[src/rau_pkg.sv]
// Package: shared types and constants for the rational arithmetic unit.
package rau_pkg;

  localparam int unsigned OperandWidth = 16;
  localparam int unsigned MagWidth     = 2 * OperandWidth + 1;
  localparam int unsigned CntWidth     = $clog2(MagWidth + 1);
  localparam int unsigned NumWidth     = 33;
  localparam int unsigned DenWidth     = 31;

  typedef logic [MagWidth-1:0] mag_t;

  typedef enum logic [2:0] {
    ActAdd = 3'd0,
    ActSub = 3'd1,
    ActMul = 3'd2,
    ActDiv = 3'd3,
    ActCmp = 3'd4
  } action_e;

  typedef enum logic [1:0] {
    OrdLess    = 2'd0,
    OrdEqual   = 2'd1,
    OrdGreater = 2'd2
  } order_e;

  // Bit handed from one divider cell to the next.
  typedef struct packed {
    logic vld;
    logic bit_v;
  } qbit_t;

endpackage

[src/rau_cell.sv]
// One divider cell: holds one quotient bit, shifts it to its neighbor each cycle.
module rau_cell (
  input  logic          clk_i,
  input  logic          rst_ni,
  input  logic          clr_i,
  input  rau_pkg::qbit_t prev_i,
  output rau_pkg::qbit_t cell_o
);
  import rau_pkg::*;

  qbit_t cell_q, cell_d;

  always_comb begin
    cell_d = prev_i;
    if (clr_i) begin
      cell_d = '0;
    end
  end

  always_ff @(posedge clk_i or negedge rst_ni) begin
    if (!rst_ni) begin
      cell_q <= '0;
    end else begin
      cell_q <= cell_d;
    end
  end

  assign cell_o = cell_q;
endmodule

[src/rau_qchain.sv]
// Quotient chain: a row of cells collecting quotient bits, MSB first.
module rau_qchain (
  input  logic           clk_i,
  input  logic           rst_ni,
  input  logic           clr_i,
  input  rau_pkg::qbit_t in_i,
  output rau_pkg::mag_t  quot_o
);
  import rau_pkg::*;

  qbit_t chain [MagWidth+1];

  assign chain[0] = in_i;

  for (genvar i = 0; i < MagWidth; i++) begin : g_cell
    rau_cell u_cell (
      .clk_i  (clk_i),
      .rst_ni (rst_ni),
      .clr_i  (clr_i),
      .prev_i (chain[i]),
      .cell_o (chain[i+1])
    );
    assign quot_o[MagWidth-1-i] = chain[MagWidth-i].bit_v;
  end
endmodule

[src/rational_arithmetic_unit_core.sv]
// Top level: rational add/sub/mul/div/compare with gcd reduction.
// One item at a time. After the accepting edge an item passes through the
// cross products, the signed sum, a binary gcd (shift and subtract; its
// length depends on the operand bits), two restoring divisions by the gcd
// that run together, one quotient bit per cycle through a chain of 33 cells,
// and a final step that formats the result. An unknown action skips the
// datapath after StMul and goes straight to StOut with its result.
// Results sit in an output register; in_stall_o stays high while an item is
// in work or waiting, and the next beat is taken only once the unit is back
// in StIdle, which it enters when the result leaves.
module rational_arithmetic_unit_core (
  input  logic                          clk_i,
  input  logic                          rst_ni,
  input  logic                          in_valid_i,
  output logic                          in_stall_o,
  input  logic [2:0]                    action_i,
  input  logic signed [15:0]            left_num_i,
  input  logic signed [15:0]            left_den_i,
  input  logic signed [15:0]            right_num_i,
  input  logic signed [15:0]            right_den_i,
  output logic                          out_valid_o,
  input  logic                          out_stall_i,
  output logic signed [32:0]            result_num_o,
  output logic [30:0]                   result_den_o,
  output logic [1:0]                    order_o,
  output logic                          invalid_o
);
  import rau_pkg::*;

  typedef enum logic [6:0] {
    StIdle = 7'b0000001,
    StMul  = 7'b0000010,
    StSum  = 7'b0000100,
    StGcd  = 7'b0001000,
    StDiv  = 7'b0010000,
    StFin  = 7'b0100000,
    StOut  = 7'b1000000
  } state_e;

  localparam int unsigned OpMag = OperandWidth + 1;
  localparam int unsigned PrW   = 2 * OperandWidth;

  state_e state_q, state_d;
  logic [2:0] act_q;
  logic [OpMag-1:0] lnm_q, ldm_q, rnm_q, rdm_q;
  logic lns_q, lds_q, rns_q, rds_q;
  logic [PrW-1:0] p0_q, p1_q, p2_q;
  logic s0_q, s1_q, s2_q;
  mag_t nmag_q, dmag_q, ga_q, gb_q;
  logic neg_q;
  logic [CntWidth-1:0] sh_q, cnt_q;
  mag_t g_q, rn_q, rd_q;
  logic bad_q;
  logic signed [32:0] onum_q;
  logic [30:0] oden_q;
  logic [1:0] ord_q;
  logic inv_q;

  function automatic logic [OpMag-1:0] absv(input logic [OperandWidth-1:0] v);
    logic [OpMag-1:0] e;
    e = {v[OperandWidth-1], v};
    return v[OperandWidth-1] ? OpMag'(-e) : e;
  endfunction

  // Division datapath: numerator and denominator divided in lockstep.
  mag_t nq, dq;
  logic clr;
  qbit_t nin, din;
  mag_t rn_sh, rd_sh;
  logic [MagWidth:0] rn_t, rd_t;
  assign rn_sh = {rn_q[MagWidth-2:0], nmag_q[MagWidth-1]};
  assign rd_sh = {rd_q[MagWidth-2:0], dmag_q[MagWidth-1]};
  assign rn_t  = {1'b0, rn_sh} - {1'b0, g_q};
  assign rd_t  = {1'b0, rd_sh} - {1'b0, g_q};
  assign nin.vld = (state_q == StDiv);
  assign nin.bit_v = !rn_t[MagWidth];
  assign din.vld = (state_q == StDiv);
  assign din.bit_v = !rd_t[MagWidth];
  assign clr = (state_q == StSum);

  rau_qchain u_nchain (.clk_i(clk_i), .rst_ni(rst_ni), .clr_i(clr), .in_i(nin), .quot_o(nq));
  rau_qchain u_dchain (.clk_i(clk_i), .rst_ni(rst_ni), .clr_i(clr), .in_i(din), .quot_o(dq));

  assign in_stall_o  = (state_q != StIdle);
  assign out_valid_o = (state_q == StOut);
  assign result_num_o = onum_q;
  assign result_den_o = oden_q;
  assign order_o      = ord_q;
  assign invalid_o    = inv_q;

  always_comb begin
    state_d = state_q;
    unique case (state_q)
      StIdle: if (in_valid_i) state_d = StMul;
      StMul:  state_d = bad_q ? StOut : StSum;
      StSum:  state_d = StGcd;
      StGcd:  if (ga_q == '0 || gb_q == '0) state_d = StDiv;
      StDiv:  if (cnt_q == CntWidth'(MagWidth - 1)) state_d = StFin;
      StFin:  state_d = StOut;
      StOut:  if (!out_stall_i) state_d = StIdle;
      default: state_d = StIdle;
    endcase
  end

  mag_t sum_a, sum_b, gmin, gdif, gsum;
  always_comb begin
    sum_a = {1'b0, p0_q};
    sum_b = {1'b0, p1_q};
    gmin = (ga_q < gb_q) ? ga_q : gb_q;
    gdif = (ga_q < gb_q) ? (gb_q - ga_q) : (ga_q - gb_q);
    gsum = ga_q | gb_q;
  end

  always_ff @(posedge clk_i or negedge rst_ni) begin
    if (!rst_ni) begin
      state_q <= StIdle;
    end else begin
      state_q <= state_d;
    end
  end

  always_ff @(posedge clk_i) begin
    unique case (state_q)
      StIdle: begin
        act_q <= action_i;
        lnm_q <= absv(left_num_i);  lns_q <= left_num_i[15];
        ldm_q <= absv(left_den_i);  lds_q <= left_den_i[15];
        rnm_q <= absv(right_num_i); rns_q <= right_num_i[15];
        rdm_q <= absv(right_den_i); rds_q <= right_den_i[15];
        bad_q <= (action_i > 3'(ActCmp));
      end
      StMul: begin
        unique case (act_q)
          3'(ActMul): begin
            p0_q <= PrW'(lnm_q * rnm_q); s0_q <= lns_q ^ rns_q;
            p1_q <= '0; s1_q <= 1'b0;
            p2_q <= PrW'(ldm_q * rdm_q); s2_q <= lds_q ^ rds_q;
          end
          3'(ActDiv): begin
            p0_q <= PrW'(lnm_q * rdm_q); s0_q <= lns_q ^ rds_q;
            p1_q <= '0; s1_q <= 1'b0;
            p2_q <= PrW'(ldm_q * rnm_q); s2_q <= lds_q ^ rns_q;
          end
          3'(ActAdd): begin
            p0_q <= PrW'(lnm_q * rdm_q); s0_q <= lns_q ^ rds_q;
            p1_q <= PrW'(ldm_q * rnm_q); s1_q <= lds_q ^ rns_q;
            p2_q <= PrW'(ldm_q * rdm_q); s2_q <= lds_q ^ rds_q;
          end
          default: begin
            p0_q <= PrW'(lnm_q * rdm_q); s0_q <= lns_q ^ rds_q;
            p1_q <= PrW'(ldm_q * rnm_q); s1_q <= !(lds_q ^ rns_q);
            p2_q <= PrW'(ldm_q * rdm_q); s2_q <= lds_q ^ rds_q;
          end
        endcase
        onum_q <= '0; oden_q <= '0; ord_q <= 2'(OrdLess); inv_q <= 1'b1;
      end
      StSum: begin
        logic ns;
        mag_t nm;
        logic ps0, ps1;
        ps0 = s0_q && (p0_q != '0);
        ps1 = s1_q && (p1_q != '0);
        if (ps0 == ps1) begin
          nm = sum_a + sum_b; ns = ps0;
        end else if (sum_a >= sum_b) begin
          nm = sum_a - sum_b; ns = ps0;
        end else begin
          nm = sum_b - sum_a; ns = ps1;
        end
        nmag_q <= nm; ga_q <= nm;
        dmag_q <= {1'b0, p2_q}; gb_q <= {1'b0, p2_q};
        neg_q <= (ns && nm != '0) != (s2_q && p2_q != '0);
        sh_q <= '0;
        cnt_q <= '0;
        rn_q <= '0; rd_q <= '0;
      end
      StGcd: begin
        if (ga_q == '0 || gb_q == '0) begin
          g_q <= gsum << sh_q;
        end else if (!ga_q[0] && !gb_q[0]) begin
          ga_q <= ga_q >> 1; gb_q <= gb_q >> 1; sh_q <= sh_q + 1'b1;
        end else if (!ga_q[0]) begin
          ga_q <= ga_q >> 1;
        end else if (!gb_q[0]) begin
          gb_q <= gb_q >> 1;
        end else begin
          ga_q <= gmin; gb_q <= gdif >> 1;
        end
      end
      StDiv: begin
        rn_q <= rn_t[MagWidth] ? rn_sh : rn_t[MagWidth-1:0];
        rd_q <= rd_t[MagWidth] ? rd_sh : rd_t[MagWidth-1:0];
        nmag_q <= nmag_q << 1;
        dmag_q <= dmag_q << 1;
        cnt_q <= cnt_q + 1'b1;
      end
      StFin: begin
        logic [MagWidth-1:0] n, d;
        n = (g_q == '0) ? '0 : nq;
        d = (g_q == '0) ? '0 : dq;
        onum_q <= neg_q ? 33'(-n) : 33'(n);
        oden_q <= d[30:0];
        inv_q <= (d == '0);
        if (act_q == 3'(ActCmp)) begin
          ord_q <= (n == '0) ? 2'(OrdEqual) : (neg_q ? 2'(OrdLess) : 2'(OrdGreater));
        end else begin
          ord_q <= 2'(OrdLess);
        end
      end
      default: begin
      end
    endcase
  end
endmodule

[config.mk]
export PLATFORM = sky130hd
export DESIGN_NAME = rational_arithmetic_unit_core
export DESIGN_NICKNAME = d
export VERILOG_FILES = /design/src/rau_pkg.sv /design/src/rau_cell.sv /design/src/rau_qchain.sv /design/src/rational_arithmetic_unit_core.sv
export SDC_FILE = /design/constraint.sdc
export NUM_CORES = 2
export LEC_CHECK = 0
export ABC_AREA = 1
export BUFFER_PORTS_ARGS = -buffer_cell sky130_fd_sc_hd__buf_2
export CAP_MARGIN = 20
export CELL_PAD_IN_SITES_DETAIL_PLACEMENT = 0
export CELL_PAD_IN_SITES_GLOBAL_PLACEMENT = 2
export CORE_MARGIN = 8
export CORE_UTILIZATION = 36
export DETAILED_ROUTE_END_ITERATION = 6
export PLACE_DENSITY_LB_ADDON = 0.1
export SLEW_MARGIN = 20
export SYNTH_ARGS = -nofsm -noshare
export SYNTH_HDL_FRONTEND = slang
export SYNTH_SLANG_ARGS = --single-unit
export TNS_END_PERCENT = 20
[constraint.sdc]
create_clock -name clk_i -period 11.75 [get_ports clk_i]
set_input_delay 2.35 -clock clk_i [delete_from_list [all_inputs] [get_ports clk_i]]
set_output_delay 2.35 -clock clk_i [all_outputs]
set_load 0.01 [all_outputs]
[Word level (Yosys, flattened, before mapping)]
Cells that the tools add are included.
Operators by class
  add/sub/neg operators: 14
  $mul: 4
  magnitude comparators: 3
  eq/ne operators: 23
  shift operators: 1
  muxes and demuxes: 119
  bitwise gates (word level): 5
  reduce and logical (&&, ||, !) cells: 31
Operator list (number)
  $mux 33: 15
  $pmux 33 s2: 5
  $logic_not 33->1: 5
  $mux 32: 5
  $mux 2: 67
  $mul 17x17->32: 4
  $pmux 32 s2: 2
  $reduce_bool 32->1: 3
  $neg 17->17: 4
  $sub 33x33->34: 2
  $sub 32x32->33: 2
  $sub 33x33->33: 2
  $pmux 31 s2: 1
  $mux 15: 4
  $pmux 7 s7: 1
  $mux 7: 5
  $add 32x32->33: 1
  $lt 33x33->1: 1
  $neg 33->33: 1
  $or 33x33->33: 1
  $reduce_bool 33->1: 1
  $shl 33x6->33: 1
  $ge 32x32->1: 1
  $pmux 6 s2: 2
  other kinds (32): 64
Word-level totals
  bits in registers: 619
  input bits: 71
  output and inout bits: 69
  word-level logic and storage cells: 364

[Logic depth before layout (Yosys ltp)]
  depth after elaboration: 8
  mapped depth: 34
  gate-level depth less buffers: 32

[Hierarchy]
Synthesis repeated with hierarchy kept, for this count alone.
Second synthesis, totals
  cell total of the unflattened synthesis: 10707
  area, all modules: 81215.4 sq um
By module, submodules not included
  rational_arithmetic_unit_core: instances 1, cells each 10311, area an instance 76921.3 sq um, seq. area each 14680.3 sq um
  rau_cell: instances 66, cells each 6, area an instance 65.1 sq um, seq. area each 50.0 sq um

[Worst setup path after synthesis]
No wires, ideal clock.
  path type: reg2reg
  start: register state_q[4]
  end: register inv_q, in the netlist invalid_o, enable pin
  arrival time: 12403 ps
  slack: -1073 ps
  cell stages (with the launch flop): 6
  path buffers: 0
  period minus slack after synthesis: 12823 ps
  cells stage by stage: dfrtp_1 nor2_1 nand2_1 nor4_1 nor2_1 inv_1
Between the ends
  longest elaborated chain between the ends: 2
  elaborated cells on any way between the ends: 3
  those cells by class: eq/ne: 2; reduce/logical: 1
RTL lines
  start: declaration: RTL line rational_arithmetic_unit_core.sv:43  | state_e state_q, state_d;
  start signal: assignment: RTL line rational_arithmetic_unit_core.sv:116  | state_q <= StIdle;
  start signal: assignment: RTL line rational_arithmetic_unit_core.sv:118  | state_q <= state_d;
  $eq 7x6->1 or $eq 7x2->1 (tied branches): RTL line rational_arithmetic_unit_core.sv:123  | unique case (state_q)
  $reduce_bool 2->1 (no line) (*)
  end signal: assignment: RTL line rational_arithmetic_unit_core.sv:203  | inv_q <= (d == '0);
  end: declaration: RTL line rational_arithmetic_unit_core.sv:57  | logic inv_q;
Mark *: on every way between the ends. The rest lies on a longest branch, timed or not.
A chain may end at the register's enable or synchronous reset.

[Worst setup path in the final report]
  start: register lnm_q[11]
  end: register p0_q[26] (data pin)
Between the ends
  longest elaborated chain between the ends: 2
  elaborated cells on any way between the ends: 3
  those cells by class: mul: 2; mux: 1
RTL lines
  start: declaration: RTL line rational_arithmetic_unit_core.sv:45  | logic [OpMag-1:0] lnm_q, ldm_q, rnm_q, rdm_q;
  start signal: assignment: RTL line rational_arithmetic_unit_core.sv:126  | lnm_q <= absv(left_num_i); lns_q <= left_num_i[15];
  $mul 17x17->32 (on tied branches)
  $mux 32 (*)
  end signal: assignment: RTL line rational_arithmetic_unit_core.sv:140  | p0_q <= PrW'(lnm_q * rdm_q); s0_q <= lns_q ^ rds_q;
  end signal: assignment: RTL line rational_arithmetic_unit_core.sv:145  | p0_q <= PrW'(lnm_q * rdm_q); s0_q <= lns_q ^ rds_q;
  end signal: assignment: RTL line rational_arithmetic_unit_core.sv:150  | p0_q <= PrW'(lnm_q * rdm_q); s0_q <= lns_q ^ rds_q;
  end: declaration: RTL line rational_arithmetic_unit_core.sv:47  | logic [PrW-1:0] p0_q, p1_q, p2_q;
Marked as above.

==> reports/qor.csv <==
metric,value,unit
fillCellCount,23100,
post_cts_resized,0,
drive_gt1_share,5.04,%
postCtsSetupBuffers,0,
rows,172,
cts_root_buffer,clkbuf_16,
num-nets-final,12000,
async_flop_share,13.1,%
synth_ff_type,edfxtp_1,
clock-sinks,556,
ys_ff_latch,556,
synth_top_area_cell,fa_1,
synth_edf_count,483,
maxCapViolCount,0,
die-area,235000,um2
initial_core_util,36.1,%
clockBufferDepth,3,
dp_slack,4500,ps
vias,65900,
numPortBuffers,139,
drtAntennaViolNets,0,
yosys_warnings,0,
grt.overflow.total,0,
hold_viol_final,0,
worst_slack,4580,ps
tns,0,ps
cts-hold-fix-buffers,0,
grt_pass1_wl,425,mm
die-height,485,um
seq_area_frac_synth,20.6,%
cts_buffers,76,
max-slew-margin-rel,24.9,%
area_growth,7.54,%
syn_area,79200,um2
core-area,219000,um2
wl,280,mm
grt_pass1_vias,67800,
antenna_found_initial,8,
netlist.area_leader.share,22.7,%
ios,140,
start_kind,flip-flop,
fin_crit_sh,61.0,%
synth_cell_type_count,68,
rsz0062_at_grt,false,
hold_slack,421,ps
fin_util,38.8,%
fin_crit,7170,ps
slew_viol_final,0,
synthCells,10500,
max_freq,140,MHz
drc_errors,0,
clk_latency,720,ps
wl_per_cell,21.0,um
dp_hpwl,219,mm
drtPass1Iterations,6,
cp-end-kind,flip-flop,
path_max_fanout,23,
cts_tree,built,
routabilityCongestion,0.893,
layout.area.seq,16300,um2
multiInputGateArea,51500,um2
cp.required,12160,ps
status,"complete, no violations",
setup_viol,0,
crit_arrival,7580,ps
vias_per_cell,4.95,
worstSetupPathType,flip-flop to flip-flop,
cts_max_level,3,
grt_usage,23.4,%
drtIter0Drc,4355,
synthTopCellsByArea,"fa_1 (23%), edfxtp_1 (18%), nand2_1 (12%)",
clk_pin_slew,60,ps
tightest_slew,1110,ps
finClkSkew,54.8,ps
min_path_type,flip-flop to flip-flop,
die_w,485,um
grt_max_degree,98,
syn_avg_cell_area,7.54,um2
-- through the flow --
step,instance area (um2),std cells
2_1_floorplan,79200,10500
3_3_place_gp,82500,13200
3_5_place_dp,82500,13200
4_1_cts,85100,13300
5_1_grt,85200,13300
6_report,85200,13300
-- sequential cells by signal, indices dropped and copies added, names as in the netlist, 32 cells and up --
register / cells
u_dchain.g_cell.u_cell.cell_o: 33
p2_q: 32
p0_q: 32
dmag_q: 33
g_q: 33
ga_q: 33
rn_q: 32
rd_q: 32
u_nchain.g_cell.u_cell.cell_o: 33
p1_q: 32
result_num_o: 33
gb_q: 32
nmag_q: 33
-- routing by layer --
metal	vias to the layer above	wire length, um	track usage [%]
met5	-	0	0
met3	256	10700	2.23
li1	31800	-	-
met2	1385	133000	40.0
met1	32500	129000	32.2
met4	0	7440	5.43
-- Yosys cell counts (all sizes together), types with 26 or more instances --
cell,count
nand4,85
mux2i,38
edfxtp,483
xnor2,88
nor4,50
o21ai,623
clkbuf,383
a21o,26
ha,652
nor3,75
xor2,157
nand3,250
nand2,2662
nor2,599
a21oi,540
o211ai,26
fa,899
a31oi,31
inv,2532
o21bai,34
dfrtp,72
buf,63
-- kinds of logic (layout without fill, tap and decap cells) --
| group | Yosys count | count (layout) | synth area share [%] |
|---|---|---|---|
| xor gates and xnor gates | 245 | 245 | 2.71 |
| adders and majority gates | 1551 | 1551 | 33.0 |
| and+or+nand+nor | 3761 | 3761 | 19.3 |
| buffers and inverters | 2985 | 2925 | 14.4 |
| AOI/OAI and AO/OA | 1371 | 1371 | 9.42 |
| DFF | 556 | 556 | 20.6 |
| other | 1 | 7 | 0.00473 |
| muxes | 38 | 38 | 0.480 |
-- final cells by class --
class | count | share of cell area, %
Antenna cell | 3 | 0.00881
Clock buffer | 92 | 2.41
Clock inverter | 47 | 0.683
Inverter | 2539 | 11.2
Multi-Input combinational cell | 6970 | 60.5
Sequential cell | 556 | 19.2
Tap cell | 2871 | 4.22
Timing Repair Buffer | 247 | 1.80
-- cells in the final DEF (no fill, tap or decap), drive strengths merged, types with 33 or more instances in the layout --
cell    count
a21oi     540
buf       246
clkbuf     93
clkinv     33
dfrtp      72
edfxtp    483
fa        899
ha        652
inv      2533
mux2i      38
nand2    2662
nand3     250
nand4      85
nor2      599
nor3       75
nor4       50
o21ai     623
o21bai     34
xnor2      88
xor2      157
-- worst paths after layout --
check                                     from  slack [ps]                                             end  cells after the start
setup reg to reg           lnm_q[11]$_DFFE_PP_        4580                              p0_q[26]$_DFFE_PN_                     22
hold reg to reg                bad_q$_DFFE_PP_         420                          state_q[2]$_DFFE_PN0P_                      1
max in group asynchronous               rst_ni        9200  u_dchain.g_cell[31].u_cell.cell_o[0]$_DFF_PN0_                      2
hold / removal                 bad_q$_DFFE_PP_         420                          state_q[2]$_DFFE_PN0P_                      1
min in group asynchronous               rst_ni        1500                          state_q[2]$_DFFE_PN0P_                      1
setup / recovery           lnm_q[11]$_DFFE_PP_        4580                              p0_q[26]$_DFFE_PN_                     22
-- worst max-delay path: stages (launching register included) --
cell and delay, ps:
edfxtp_1 680, buf_4 500, nand2_1 150, fa_1 560, fa_1 540, fa_1 530, inv_1 60, fa_1 490
fa_1 490, inv_1 50, fa_1 490, inv_1 50, ha_1 330, a21oi_1 140, inv_1 50, a21oi_1 410
o21bai_1 200, a21oi_1 270, inv_1 120, nand2_1 70, nand2_1 70, o21ai_0 430, o21ai_0 200
Power is not shown: default switching activity piles up to over one toggle a cycle in this logic, so the estimate is an artifact.
